[config.mk]
export PLATFORM = sky130hd
export DESIGN_NAME = vogi_front
export DESIGN_NICKNAME = d
export VERILOG_FILES = /design/src/design/vogi_pkg.sv /design/src/design/vogi_front.sv
export SDC_FILE = /design/constraint.sdc
export NUM_CORES = 2
export LEC_CHECK = 0
export ABC_AREA = 1
export ABC_CLOCK_PERIOD_IN_PS = 12390
export BUFFER_PORTS_ARGS = -buffer_cell sky130_fd_sc_hd__buf_2
export CELL_PAD_IN_SITES_DETAIL_PLACEMENT = 0
export CELL_PAD_IN_SITES_GLOBAL_PLACEMENT = 1
export CORE_AREA = 2 2 272 328
export DETAILED_ROUTE_END_ITERATION = 10
export DIE_AREA = 0 0 274 330
export PLACE_DENSITY_LB_ADDON = 0.1
export SKIP_CTS_REPAIR_TIMING = 1
export SKIP_LAST_GASP = 1
export SYNTH_ARGS = -nofsm -noshare
export SYNTH_HDL_FRONTEND = slang
export SYNTH_SLANG_ARGS = --single-unit
[constraint.sdc]
create_clock -name clock -period 12.39 [get_ports clock]
set_input_delay 1.239 -clock clock [delete_from_list [all_inputs] [get_ports clock]]
set_output_delay 1.239 -clock clock [all_outputs]
set_load 0.005 [all_outputs]
[src/design/vogi_pkg.sv]
// ----------------------------------------------------------------------------
// vogi_pkg: shared types and codes for the voxel occupancy grid
// Holds the item, result, command and register types and the opcode and
// register index codes that the front, queue, back and top level share.
// ----------------------------------------------------------------------------
package vogi_pkg;

   // Operation codes of an input item.
   localparam logic [2:0] OP_CLEAR     = 3'd0;
   localparam logic [2:0] OP_MARK_OCC  = 3'd1;
   localparam logic [2:0] OP_MARK_FREE = 3'd2;
   localparam logic [2:0] OP_INFLATE   = 3'd3;
   localparam logic [2:0] OP_QUERY     = 3'd4;

   // Configuration register indexes.
   localparam logic [2:0] REG_SIZE_X   = 3'd0;
   localparam logic [2:0] REG_SIZE_Y   = 3'd1;
   localparam logic [2:0] REG_SIZE_Z   = 3'd2;
   localparam logic [2:0] REG_ORIGIN_X = 3'd3;
   localparam logic [2:0] REG_ORIGIN_Y = 3'd4;
   localparam logic [2:0] REG_ORIGIN_Z = 3'd5;
   localparam logic [2:0] REG_RECIP    = 3'd6;

   // Voxel indexes are carried at a fixed width of IDX_W bits.
   localparam int IDX_W = 8;

   typedef struct packed {
      logic [2:0]         opcode;
      logic signed [31:0] pos_x;
      logic signed [31:0] pos_y;
      logic signed [31:0] pos_z;
      logic [2:0]         radius;
   } req_type;

   typedef struct packed {
      logic occupied;
      logic in_bounds;
   } rsp_type;

   typedef struct packed {
      logic [5:0]         size_x;
      logic [5:0]         size_y;
      logic [5:0]         size_z;
      logic signed [31:0] origin_x;
      logic signed [31:0] origin_y;
      logic signed [31:0] origin_z;
      logic [31:0]        recip;
   } cfg_type;

   // Classified command handed from the front to the back.
   typedef struct packed {
      logic [2:0]       op;
      logic             ok;
      logic [IDX_W-1:0] x;
      logic [IDX_W-1:0] y;
      logic [IDX_W-1:0] z;
      logic [2:0]       radius;
   } cmd_type;

   typedef enum logic [1:0] {
      F_IDLE,
      F_MAP,
      F_PUSH
   } front_state_type;

   typedef enum logic [3:0] {
      B_CLR,
      B_IDLE,
      B_EXEC,
      B_MWR,
      B_QOUT,
      B_COPY,
      B_SRD,
      B_SCHK,
      B_CMB,
      B_CWR
   } back_state_type;

endpackage

[src/design/vogi_front.sv]
// ----------------------------------------------------------------------------
// vogi_front: item intake and position mapping
// Accepts items, maps world positions to voxel indexes one axis at a time
// through a shared multiplier and pushes classified commands to the queue.
// ----------------------------------------------------------------------------
module vogi_front
   import vogi_pkg::*;
#(
   parameter int MAX_X = 32,
   parameter int MAX_Y = 32,
   parameter int MAX_Z = 32
) (
   input  logic    clock,
   input  logic    reset,
   input  logic    start,
   output logic    busy,
   input  req_type req_item,
   input  cfg_type cfg,
   input  logic    q_full,
   output logic    q_push,
   output cmd_type q_cmd
);

   front_state_type    state_ff, state_in;
   logic [1:0]         step_ff, step_in;
   req_type            req_ff, req_in;
   logic [63:0]        prod_ff, prod_in;
   logic               neg_ff, neg_in;
   logic               ok_ff, ok_in;
   logic [IDX_W-1:0]   ix_ff, ix_in, iy_ff, iy_in, iz_ff, iz_in;

   logic signed [31:0] mul_pos, mul_org;
   logic [32:0]        diff;
   logic [8:0]         ev_size;
   logic               ev_out;

   function automatic logic [8:0] eff_size(logic [5:0] s, int mx);
      eff_size = (32'(s) > mx) ? 9'(mx) : 9'(s);
   endfunction

   // Operand select for the multiplier and bound select for the check.
   always_comb begin
      case (step_ff)
         2'd0: begin
            mul_pos = req_ff.pos_x;
            mul_org = cfg.origin_x;
         end
         2'd1: begin
            mul_pos = req_ff.pos_y;
            mul_org = cfg.origin_y;
         end
         default: begin
            mul_pos = req_ff.pos_z;
            mul_org = cfg.origin_z;
         end
      endcase
      case (step_ff)
         2'd1:    ev_size = eff_size(cfg.size_x, MAX_X);
         2'd2:    ev_size = eff_size(cfg.size_y, MAX_Y);
         default: ev_size = eff_size(cfg.size_z, MAX_Z);
      endcase
      diff   = {mul_pos[31], mul_pos} - {mul_org[31], mul_org};
      ev_out = (neg_ff && (cfg.recip != 32'd0)) || (prod_ff[63:32] >= 32'(ev_size));
   end

   // Next state and outputs.
   always_comb begin
      state_in = state_ff;
      step_in  = step_ff;
      req_in   = req_ff;
      prod_in  = prod_ff;
      neg_in   = neg_ff;
      ok_in    = ok_ff;
      ix_in    = ix_ff;
      iy_in    = iy_ff;
      iz_in    = iz_ff;
      q_push   = 1'b0;
      busy     = (state_ff != F_IDLE);
      q_cmd.op     = req_ff.opcode;
      q_cmd.ok     = ok_ff;
      q_cmd.x      = ix_ff;
      q_cmd.y      = iy_ff;
      q_cmd.z      = iz_ff;
      q_cmd.radius = req_ff.radius;
      case (state_ff)
         F_IDLE: begin
            if (start) begin
               req_in  = req_item;
               ok_in   = 1'b1;
               step_in = 2'd0;
               case (req_item.opcode)
                  OP_MARK_OCC, OP_MARK_FREE, OP_QUERY: state_in = F_MAP;
                  OP_CLEAR, OP_INFLATE:                state_in = F_PUSH;
                  default:                             state_in = F_IDLE;
               endcase
            end
         end
         F_MAP: begin
            // Multiply the current axis while checking the previous one.
            prod_in = 64'(diff[31:0]) * 64'(cfg.recip);
            neg_in  = diff[32];
            if (step_ff != 2'd0) begin
               if (ev_out) begin
                  ok_in = 1'b0;
               end
               case (step_ff)
                  2'd1:    ix_in = prod_ff[32 +: IDX_W];
                  2'd2:    iy_in = prod_ff[32 +: IDX_W];
                  default: iz_in = prod_ff[32 +: IDX_W];
               endcase
            end
            step_in = step_ff + 2'd1;
            if (step_ff == 2'd3) begin
               state_in = F_PUSH;
            end
         end
         F_PUSH: begin
            if (!q_full) begin
               q_push   = 1'b1;
               state_in = F_IDLE;
            end
         end
         default: state_in = F_IDLE;
      endcase
   end

   always_ff @(posedge clock) begin
      if (reset) begin
         state_ff <= F_IDLE;
         step_ff  <= 2'd0;
      end else begin
         state_ff <= state_in;
         step_ff  <= step_in;
      end
   end

   always_ff @(posedge clock) begin
      req_ff  <= req_in;
      prod_ff <= prod_in;
      neg_ff  <= neg_in;
      ok_ff   <= ok_in;
      ix_ff   <= ix_in;
      iy_ff   <= iy_in;
      iz_ff   <= iz_in;
   end

endmodule

==> results.md <==
- IO Pins: 285
- Share of cells above drive strength 1: 9.21%
- Period minus WS final: 11000 ps
- Wire length per cell: around 26 µm
- Largest delay share family, worst path: adder cells
- Critical Path RT: 12630 ps
- CTS Root Cell: clkbuf_16
- Dominant cells by area after synthesis: fa_1 (42%), edfxtp_1 (11%), inv_1 (10%), ha_1 (8.9%), nand2_1 (7.0%)
- Worst r2r src: step_ff[0]
- Net count, final: 6716
- Register area share after synthesis: 11.5%
- Setup TNS: 0 ps
- Wire length of the first global-routing pass: 252000 µm
- Synthesized Nets: 6539
- Drt first pass iters: 6
- Hold EP: step_ff[1]
- CTS buffer count: 17
- Critical path buffers and inverters: 6
- Area Growth Syn to Fin: 7.48%
- Final Hold Viols: 0
- Worst reg2reg setup slack: 1390 ps
- Detailed Route WL: 170000 µm
- Top FF cell, synth: edfxtp_1
- Max-cap viol count: 0
- RSZ-0062 raised after global routing: false
- R2R depth: 36
- Number of global-route vias before repair: a little under 40000
- Highest-delay cell along the critical path: nand2_1
- Fill count: 8639
- Worst Tran Pin Value: roughly 1400 ps
- Rows: 119
- Final setup viols: 0
- Largest net degree at the start of global routing: 86
- Crit path largest cell delay: 750 ps
- Synth cell types: 54
- Fin. max-slew vios: 0
- Clock Skew: 26.4 ps
- Slew HR: 9.60%
- CTS tree: built
- CTS max path bufs: 2
- Vias: 36221
- Status: finished clean
- Number of synthesized flops with an enable pin: between 150 and 200
- Syn. warnings: 0
- CTS sink count: 164
- Area leader, netlist: fa_1
- Die X: 274 µm
- Buffers on Ports: 284
- WHS Path Cells: 2
- CP max FO: 65
- Crit Path Category: flip-flop to flip-flop
- Fin crit share: 88.8%
- Starting density of the core: between 40 and 50%
- Max Fclk: between 90 and 100 MHz
- Die ar.: roughly 90000 µm²
- CTS H-Tree Depth: 4
- CTS clk-pin slew, worst paths: 80 ps
- #FFs+latches synth: 164
- HPWL after detailed placement: about 140000 µm
- DIE HEIGHT: 330 µm
- Antenna viol nets, final: 0
- Setup crit end kind: flip-flop
- Vias per std cell: 5.63
- Initial antenna violation count: 12
- Gpl congestion: between 1 and 1.5
- Reg2reg end: prod_ff[57]
- Syn Inst Count: 5088
- Avg Inst Size Synth: 8.35 µm²
- Clock latency on the worst-skew pair: 480 ps
- Crit start category: flip-flop
- Worst EP arrival: around 11000 ps
- Critical Path Most Common Cell: fa_1
- Gr ovfl total: 0
- Synth top area share: 42.2%
- Hold WC Path Type: flip-flop to flip-flop
- Synth async-reset ratio: 0%
- Total GRT Usage: 39.0%
- Std-Cell Core Area: between 80000 and 90000 µm²
- Synthesized area: 42500 µm²
- DRC violations left: 0
- Hold Crit Start: step_ff[1]
- Drt initial violations: 3311
-- cell usage in the layout (no fill, tap or decap), types with 18 or more instances in the layout --
cell type	n
buf_4	88
o21bai_1	18
a22o_1	33
nand3_1	324
buf_2	284
a21oi_1	166
o21ai_0	73
fa_1	896
inv_1	1168
nor4_1	20
edfxtp_1	160
nor3_1	27
nor2_1	714
nand2_1	790
nand2_2	21
ha_1	301
-- layout make-up --
class / instances / area, µm² / share of cell area, %
inverters: 1185 / 4450 / 9.74
clock inverters: 15 / 210 / 0.460
diodes: 12 / 30.0 / 0.0658
repair buffers: 372 / 2080 / 4.56
well taps: 1149 / 1440 / 3.15
flip-flops and latches: 164 / 4880 / 10.7
clock buffers: 17 / 425 / 0.932
multi-input cells: 3525 / 32100 / 70.4
-- logic make-up (layout without fill, tap and decap cells) --
| kind of cell | count (synthesis) | after routing | share of synthesized area, % |
|---|---|---|---|
| flip-flops | 164 | 164 | 11.5 |
| adder cells (fa/ha/maj) | 1199 | 1199 | 51.1 |
| other | 0 | 12 | 0 |
| AND/OR/NAND/NOR | 1974 | 1974 | 19.6 |
| buffers and inverters | 1399 | 1589 | 12.9 |
| AO/OA/AOI/OAI | 345 | 345 | 4.75 |
| XOR/XNOR | 7 | 7 | 0.144 |
-- worst register-to-register path: cells and delay by family, from the launching register on --
| family | cells | cell delay (ps) |
|---|---|---|
| adder cells (fa/ha/maj) | 12 | 5380 |
| flip-flops | 1 | 340 |
| AND/OR/NAND/NOR | 9 | 1970 |
| buffers and inverters | 6 | 920 |
| AO/OA/AOI/OAI | 9 | 2160 |
-- stage by stage --
step / setup slack [ps] / hold WS (ps) / cell area [µm²] / cells / util (%)
after floorplan: 3310 / 464 / 42500 / 5088 / -
after global placement: 1620 / 508 / 45000 / 6395 / 51.6
after detailed placement: 1490 / 519 / 45000 / 6395 / 51.6
after CTS: 1500 / 528 / 45600 / 6427 / 52.3
after global routing: 848 / 584 / 45700 / 6436 / 52.3
final: 1390 / 526 / 45700 / 6439 / 52.3
-- synth_stat cells (6+ instances only) --
| master | number |
|---|---|
| o21a_1 | 6 |
| a22oi_1 | 8 |
| nor2_1 | 717 |
| nand3_1 | 324 |
| or2_2 | 14 |
| a21o_1 | 9 |
| a22o_1 | 33 |
| buf_2 | 51 |
| o21bai_1 | 18 |
| nand4_1 | 13 |
| clkbuf_1 | 127 |
| or2_1 | 10 |
| fa_1 | 896 |
| nand2_2 | 21 |
| nand2_4 | 8 |
| a21oi_1 | 166 |
| ha_1 | 303 |
| o21ai_1 | 7 |
| clkinv_1 | 10 |
| nand2_1 | 790 |
| buf_6 | 10 |
| inv_1 | 1168 |
| inv_2 | 7 |
| o21ai_0 | 73 |
| edfxtp_1 | 160 |
| nor3_1 | 27 |
| buf_4 | 20 |
| nor2_4 | 10 |
| nor4_1 | 20 |
-- flip-flops by register name, indices dropped and copies added (netlist names) --
signal and flops:
neg_ff 1, ix_ff 8, prod_ff 32, req_ff 96, step_ff 2, q_cmd 6, iy_ff 8, state_ff 2
ok_ff 1, iz_ff 8
-- routing by layer --
metal  up-vias  part of all wire (%)  wire length (µm)  track usage (%)
li1      15592                     -                 -                -
met1     18213                    36             61700             46.0
met3       599                   8.1             13800             7.10
met2      1815                    47             79300             64.0
met4         2                   8.9             15200             28.5
met5         -                0.0059                10                0
-- how the worst max path moves through the flow --
stage	slack [ps]	cells after the start	endpoint	from
after floorplan	3310	46	prod_ff[49]	step_ff[1]
final	1390	36	prod_ff[57]	step_ff[0]
after global routing	850	36	prod_ff[57]	step_ff[0]
after global placement	1620	34	prod_ff[57]	cfg[96]
after CTS	1500	36	prod_ff[57]	step_ff[0]
after detailed placement	1490	34	prod_ff[57]	cfg[96]
Power is not shown: default switching activity piles up to over one toggle a cycle in this logic, so the estimate is an artifact.
