$ cat src/design/vogi_pkg.sv
// ----------------------------------------------------------------------------
// vogi_pkg: shared types and codes for the voxel occupancy grid
// Holds the item, result, command and register types and the opcode and
// register index codes that the front, queue, back and top level share.
// ----------------------------------------------------------------------------
package vogi_pkg;

   // Operation codes of an input item.
   localparam logic [2:0] OP_CLEAR     = 3'd0;
   localparam logic [2:0] OP_MARK_OCC  = 3'd1;
   localparam logic [2:0] OP_MARK_FREE = 3'd2;
   localparam logic [2:0] OP_INFLATE   = 3'd3;
   localparam logic [2:0] OP_QUERY     = 3'd4;

   // Configuration register indexes.
   localparam logic [2:0] REG_SIZE_X   = 3'd0;
   localparam logic [2:0] REG_SIZE_Y   = 3'd1;
   localparam logic [2:0] REG_SIZE_Z   = 3'd2;
   localparam logic [2:0] REG_ORIGIN_X = 3'd3;
   localparam logic [2:0] REG_ORIGIN_Y = 3'd4;
   localparam logic [2:0] REG_ORIGIN_Z = 3'd5;
   localparam logic [2:0] REG_RECIP    = 3'd6;

   // Voxel indexes are carried at a fixed width of IDX_W bits.
   localparam int IDX_W = 8;

   typedef struct packed {
      logic [2:0]         opcode;
      logic signed [31:0] pos_x;
      logic signed [31:0] pos_y;
      logic signed [31:0] pos_z;
      logic [2:0]         radius;
   } req_type;

   typedef struct packed {
      logic occupied;
      logic in_bounds;
   } rsp_type;

   typedef struct packed {
      logic [5:0]         size_x;
      logic [5:0]         size_y;
      logic [5:0]         size_z;
      logic signed [31:0] origin_x;
      logic signed [31:0] origin_y;
      logic signed [31:0] origin_z;
      logic [31:0]        recip;
   } cfg_type;

   // Classified command handed from the front to the back.
   typedef struct packed {
      logic [2:0]       op;
      logic             ok;
      logic [IDX_W-1:0] x;
      logic [IDX_W-1:0] y;
      logic [IDX_W-1:0] z;
      logic [2:0]       radius;
   } cmd_type;

   typedef enum logic [1:0] {
      F_IDLE,
      F_MAP,
      F_PUSH
   } front_state_type;

   typedef enum logic [3:0] {
      B_CLR,
      B_IDLE,
      B_EXEC,
      B_MWR,
      B_QOUT,
      B_COPY,
      B_SRD,
      B_SCHK,
      B_CMB,
      B_CWR
   } back_state_type;

endpackage

$ cat src/design/vogi_queue.sv
// ----------------------------------------------------------------------------
// vogi_queue: two-entry command queue
// Decouples the front from the back so that either side can stall alone.
// ----------------------------------------------------------------------------
module vogi_queue
   import vogi_pkg::*;
(
   input  logic    clock,
   input  logic    reset,
   input  logic    push,
   input  cmd_type push_cmd,
   output logic    full,
   input  logic    pop,
   output logic    empty,
   output cmd_type head
);

   cmd_type    entry_ff [2];
   logic       wptr_ff, wptr_in, rptr_ff, rptr_in;
   logic [1:0] count_ff, count_in;

   // Pointer and fill count update.
   always_comb begin
      wptr_in  = wptr_ff ^ push;
      rptr_in  = rptr_ff ^ pop;
      count_in = count_ff + {1'b0, push} - {1'b0, pop};
      full     = (count_ff == 2'd2);
      empty    = (count_ff == 2'd0);
      head     = entry_ff[rptr_ff];
   end

   always_ff @(posedge clock) begin
      if (reset) begin
         wptr_ff  <= 1'b0;
         rptr_ff  <= 1'b0;
         count_ff <= 2'd0;
      end else begin
         wptr_ff  <= wptr_in;
         rptr_ff  <= rptr_in;
         count_ff <= count_in;
      end
   end

   always_ff @(posedge clock) begin
      if (push) begin
         entry_ff[wptr_ff] <= push_cmd;
      end
   end

endmodule

$ cat config.mk
export PLATFORM = sky130hd
export DESIGN_NAME = vogi_queue
export DESIGN_NICKNAME = d
export VERILOG_FILES = /design/src/design/vogi_pkg.sv /design/src/design/vogi_queue.sv
export SDC_FILE = /design/constraint.sdc
export NUM_CORES = 1
export LEC_CHECK = 0
export ABC_AREA = 1
export BUFFER_PORTS_ARGS = -buffer_cell sky130_fd_sc_hd__buf_2
export CAP_MARGIN = 20
export CORE_AREA = 5 5 88 90
export CTS_BUF_LIST = sky130_fd_sc_hd__clkbuf_16
export CTS_CLUSTER_DIAMETER = 100
export DETAILED_ROUTE_END_ITERATION = 12
export DIE_AREA = 0 0 93 95
export GPL_TIMING_DRIVEN = 0
export PLACE_DENSITY = 0.63
export SLEW_MARGIN = 20
export SYNTH_ARGS = -nofsm -noshare
export SYNTH_HDL_FRONTEND = slang
export SYNTH_SLANG_ARGS = --single-unit
$ cat constraint.sdc
create_clock -name clock -period 2.63 [get_ports clock]
set_clock_uncertainty 0.1 [all_clocks]
set_input_delay 0.789 -clock clock [delete_from_list [all_inputs] [get_ports clock]]
set_output_delay 0.789 -clock clock [all_outputs]
set_load 0.01 [all_outputs]
==> results of run 1 <==
-- power by group --
group | switching (mW) | internal (mW) | total (mW)
Sequential | 0.0168 | 1.22 | 1.24
Combinational | 0.157 | 0.184 | 0.342
Clock | 0.409 | 0.826 | 1.24
Total | 0.583 | 2.24 | 2.82
-- flip-flops by register name, indices dropped and copies added (netlist names) --
name      flops
wptr_ff       1
count_ff      2
rptr_ff       1
entry_ff     62
-- area by class of cell --
cell class,count,area [um^2],area share
Buffer,4,71.3,0.0209
Sequential cell,66,1940,0.568
Multi-Input combinational cell,47,566,0.166
Clock buffer,9,225,0.0659
Tap cell,82,103,0.0300
Timing Repair Buffer,69,390,0.114
Clock inverter,7,92.6,0.0271
Inverter,7,26.3,0.00769
-- stage by stage --
step           worst slack (ns)  total power, mW  area [um^2]  TNS, ns
2_1_floorplan             0.543             1.48         2600        0
3_3_place_gp            -0.0613             1.59         3040    -3.58
3_5_place_dp              0.575             1.61         3100        0
4_1_cts                   0.329             2.86         3420        0
5_1_grt                   0.306             2.93         3420        0
6_report                  0.357             2.82         3420        0
-- cell usage in the layout, fill, tap and decap left out, types with 3 or more instances in the layout --
cell type  synthesis  routed
nand2_1            3       3
clkbuf_16          0       9
dfxtp_1            4       4
buf_12             3       3
inv_1              7       7
buf_2              0      67
nor2_1             6       6
edfxtp_1          62      62
mux2_4            29      29
-- kinds of logic after synthesis --
family | Yosys count | share of synthesized area
AOI/OAI and AO/OA | 1 | 0.00192
xor gates and xnor gates | 1 | 0.00337
adders and majority gates | 4 | 0.0193
buffers and inverters | 11 | 0.0375
DFF | 66 | 0.747
muxes | 31 | 0.176
and+or+nand+nor | 10 | 0.0149
-- per-layer routing --
| layer | vias up | GRT usage | share of wire |
|---|---|---|---|
| met5 | - | 0 | 0 |
| met4 | 0 | 0.0696 | 0.023 |
| met2 | 49 | 0.153 | 0.49 |
| met3 | 11 | 0.0359 | 0.067 |
| met1 | 625 | 0.112 | 0.42 |
| li1 | 625 | - | - |
-- path summary, 6_finish.rpt --
check | cells past startpoint | to | slack [ns]
worst max-delay path | 4 | head[2] | 0.36
worst min-delay path | 3 | wptr_ff | 0.47
worst max register to register | 3 | entry_ff[0][17] | 1.18
worst min register to register | 3 | wptr_ff | 0.47
-- tightest hold or removal path, cell delays in order, from the launching register on --
cell,delay (ns)
dfxtp_1,0.31
inv_1,0.05
ha_2,0.13
nor2_1,0.03
==> out/metrics.yaml, run 1 <==
floorplanning:
  ioPinCount: 68
  start_util: 0.372
  core_area_um2: 6980
  rows: 31
  dieArea_um2: 8840
  die_width_um: 93
  die_h_um: 95
global_route:
  antenna_found_initial: 0
  grt_first_pass_wirelength_um: 6190
  grt_pass1_vias: 1288
  grtUsageTotal: 0.0983
  grt_max_degree: 17
  grt-ovfl-total: 0
cts:
  postCtsSetupRepairBufs: 0
  htree_levels: 3
  cts_resized: 0
  ctsHoldBuffers: 0
  cts_buffers: 9
  cts-root-buf: "clkbuf_16"
  clkTransAtPathRegs_ns: 0.05
  clockBufferDepth: 2
  numClockSinks: 66
  clkLatencyLatePin_ns: 0.31
  tritoncts: "built"
setup_path:
  r2r-start: "wptr_ff"
  cp.buffers_inverters: 3
  crit_start: "rptr_ff"
  setup.worst_path.end_class: "output pin"
  path_max_fanout: 10
  slowest_stage: "dfxtp_1"
  cp-start-kind: "flop"
  crit_family: "buffers and inverters"
  crit_chain: "buf_6 -> buf_12 -> mux2_4 -> buf_2"
  cp.arrival_ns: 1.38
  cpPeakStageDelay_ns: 0.32
  worstSetupPathType: "flop to output pin"
  required_ns: 1.74
synth:
  synth.largest_area_cell: "edfxtp_1"
  synth_edf_count: 62
  syn_avg_cell_area_um2: 21.0
  async_flop_share: 0
  ys_seq_elements: 66
  synth_area_leaders: "edfxtp_1, mux2_4, dfxtp_1, buf_12, ha_1"
  syn_nets: 163
  synth.top_cell.area_share: 0.716
  synth_cell_types: 13
  yosysMostFrequentCell: "edfxtp_1"
  ys_top_cells_by_count: "edfxtp_1, mux2_4, inv_1"
  yosys_warnings: 0
  ys_seq_area_frac: 0.747
  syn_inst: 124
  synth_area_um2: 2600
  synthFlopType: "edfxtp_1"
worst_hold_path:
  hold_path.class: "flop to flop"
  worstHoldStart: "wptr_ff"
pwr:
  leakagePower_nw: 1.39
  power_density_nw_per_um2: 825
  ir_drop_mv: 0.355
cells_and_area:
  finalNonFillerCells: 291
  fillers: 586
  post-route-util: 0.489
  fin_nets: 243
  drive_gt1_frac: 0.579
  synthToLayoutAreaGrowth_pct: 31.4
  antennaDiodeCount: 0
flow_run:
  cap_viol_max_count: 0
route:
  drtIter0Drc: 69
  viasPerCell: 4.50
  route.detailed.wl_per_inst_um: 14.3
  drt_first_pass_iters: 4
  routed_wl_um: 4160
  drcViolationCount: 0
  dr_total_vias: 1310
  ant_nets: 0
timing:
  worstMarginPinSlew_ns: 0.481
  final_max_slew_viol_count: 0
  maxSlewHeadroom: 0.679
  setup_viol: 0
  fmax_mhz: 440
  period_share: 0.864
  min_period_ns: 2.27
  rsz0062_at_grt: "no"
  hold_slack_ns: 0.468
  finalHoldViolCount: 0
outcome:
  status: "completed"
placed_design:
  place_congestion: 0.605
  portBuffers: 67
  placed_cells: 275
  dp.final_hpwl_um: 2920
Note: power is estimated with default switching activity, not from simulation.
==> run 2, diff against run 1 <==
--- a/config.mk
+++ b/config.mk
@@ -10,3 +10,3 @@
 export CAP_MARGIN = 20
-export CORE_AREA = 5 5 88 90
+export CORE_AREA = 2 2 85 87
 export CTS_BUF_LIST = sky130_fd_sc_hd__clkbuf_16
@@ -14,3 +14,3 @@
 export DETAILED_ROUTE_END_ITERATION = 12
-export DIE_AREA = 0 0 93 95
+export DIE_AREA = 0 0 87 89
 export GPL_TIMING_DRIVEN = 0
--- a/constraint.sdc
+++ b/constraint.sdc
@@ -4,2 +4,2 @@
 set_output_delay 0.789 -clock clock [all_outputs]
-set_load 0.01 [all_outputs]
+set_load 0.02 [all_outputs]
==> out/metrics.yaml, run 2 (synthesis gave the netlist of run 1 again) <==
pwr:
  power_frac_comb: 0.140  # +0.019
  power_density_nw_per_um2: 811  # -1.7%
  sw_frac_of_total: 0.223  # +0.0165
  p_int_mw: 2.13  # -4.7%
  ir_drop_mv: 0.336  # -5.5%
  switchingPower_mw: 0.613  # +5.1%
  p_clk_frac: 0.408  # -0.030
  leakagePower_nw: 1.38  # -0.41%
  seq_power_share: 0.453  # +0.013
cells_and_area:
  multiInputGateArea_um2: 566  # unchanged
  drive_gt1_frac: 0.574  # -0.00478
  largest_reg_flops: 62  # unchanged
  final_common_cell: "buf_2"
  finalNonFillerCells: 289  # -0.69%
  area.sequential_um2: 1940  # unchanged
  antennaDiodeCount: 0  # unchanged
  reg_top3: "entry_ff: 62 flops, count_ff: 2 flops"
  final_cell_mix: "buf_2, edfxtp_1, mux2_4"
  top_register: "entry_ff"
  fin_nets: 243  # unchanged
  fillers: 542  # -7.5%
  synthToLayoutAreaGrowth_pct: 30.1
global_route:
  grt_first_pass_wirelength_um: 5910  # -4.6%
  antenna_found_initial: 0  # unchanged
  grt_max_degree: 21  # +4
  grt_pass1_vias: 1288  # unchanged
  grtUsageTotal: 0.108  # +0.0101
  grt-ovfl-total: 0  # unchanged
setup_path:
  required_ns: 1.74  # about the same
  r2r-start: "wptr_ff"
  cp.arrival_ns: 1.39  # about the same
  worstSetupPathType: "flop to output pin"
  r2r-end: "entry_ff[0][10]"
  cp-start-kind: "flop"
  worst-r2r-cell-count: 3  # unchanged
  path_max_fanout: 10  # unchanged
  r2r_setup_slack_ns: 1.24  # +0.06 ns
  setup.worst_path.end_class: "output pin"
route:
  drcViolationCount: 0  # unchanged
  route.detailed.wl_per_inst_um: 14.1  # -1.4%
  drtIter0Drc: 45  # -35%
  viasPerCell: 4.45  # -1.2%
  routed_wl_um: 4080  # -2.1%
  dr_total_vias: 1286  # -1.8%
  drt_first_pass_iters: 3  # -1
  ant_nets: 0  # unchanged
timing:
  rsz0062_at_grt: "no"
  finalHoldViolCount: 0  # unchanged
  final_max_slew_viol_count: 0  # unchanged
  setup_viol: 0  # unchanged
  maxSlewHeadroom: 0.732  # +0.0529
  hold_slack_ns: 0.468  # +0.000796 ns
  period_share: 0.868  # +0.00418
  worstMarginPinSlew_ns: 0.402  # -0.0794 ns
  fmax_mhz: 438  # -0.48%
  min_period_ns: 2.28  # +0.0110 ns
cts:
  clkTransAtPathRegs_ns: 0.05  # about the same
  tritoncts: "built"
  ctsHoldBuffers: 0  # unchanged
  cts-root-buf: "clkbuf_16"
  postCtsSetupRepairBufs: 0  # unchanged
  htree_levels: 3  # unchanged
  clkLatencyLatePin_ns: 0.32  # about the same
  clockBufferDepth: 2  # unchanged
  cts_resized: 0  # unchanged
  numClockSinks: 66  # unchanged
  cts_buffers: 9  # unchanged
placed_design:
  placed_cells: 273  # -0.73%
  dp.final_hpwl_um: 2840  # -2.7%
  portBuffers: 67  # unchanged
  place_congestion: 0.624  # +3.2%
floorplanning:
  start_util: 0.387  # +0.0146
  dieArea_um2: 7740  # -12%
  core_area_um2: 6720  # -3.8%
  ioPinCount: 68  # unchanged
  die_h_um: 89  # -6.3%
  rows: 30  # -3.2%
  die_width_um: 87  # -6.5%
worst_hold_path:
  hold_path.class: "flop to flop"
  holdPathEnd: "wptr_ff"
  worstHoldStart: "wptr_ff"
  holdPathStages: 3  # unchanged
outcome:
  status: "completed"
flow_run:
  cap_viol_max_count: 0  # unchanged
run 2: cell count changes in the layout (fill, tap and decap cells not counted):
cell / delta
inv_6: -1
inv_1: +2
bufinv_16: -1
clkinv_1: -1
clkinv_2: +1
run 2: metal layers:
metal,share of wire,track usage,vias up
li1,-,-,628
met1,0.43,0.119,601
met2,0.48,0.172,48
met3,0.068,0.0397,9
met4,0.026,0.0810,0
met5,0,0,-
run 2: critical path, stage by stage (launching register included):
cell and delay, ns:
dfxtp_1 0.32, buf_6 0.14, buf_12 0.15, mux2_4 0.31, buf_2 0.16
run 2: worst max-delay path by stage:
stage,start,to,slack (ns)
finish,rptr_ff,head[27],0.35
global route,rptr_ff,head[27],0.29
CTS,rptr_ff,head[25],0.32
detailed placement,push,entry_ff[1][18],0.64
global placement,push,entry_ff[0][18],-0.05
floorplan,push,entry_ff[0][0],0.54
run 2: through the flow:
step / setup TNS, ns / area, um^2 / setup slack (ns) / util / power (mW)
6_report: 0 / 3380 / 0.346 / 0.504 / 2.74
5_1_grt: 0 / 3380 / 0.290 / 0.504 / 2.86
4_1_cts: 0 / 3380 / 0.321 / 0.504 / 2.79
3_5_place_dp: 0 / 3100 / 0.639 / 0.461 / 1.65
3_3_place_gp: -2.96 / 3040 / -0.0496 / 0.452 / 1.64
2_1_floorplan: 0 / 2600 / 0.543 / - / 1.52
run 2: layout make-up:
type | count | share of cell area
sequential | 66 | 0.574
multi-input combinational | 47 | 0.167
buffer | 4 | 0.0211
timing repair buffer | 69 | 0.115
clock buffer | 9 | 0.0666
tap | 80 | 0.0296
inverter | 7 | 0.00777
clock inverter | 7 | 0.0185
run 2: power groups by stage:
| stage | combinational (mW) | clock [mW] | sequential (mW) |
|---|---|---|---|
| global route | 0.414 | 1.20 | 1.25 |
| floorplan | 0.263 | 0 | 1.26 |
| detailed placement | 0.391 | 0 | 1.26 |
| finish | 0.383 | 1.12 | 1.24 |
| global placement | 0.372 | 0 | 1.26 |
| CTS | 0.392 | 1.16 | 1.24 |
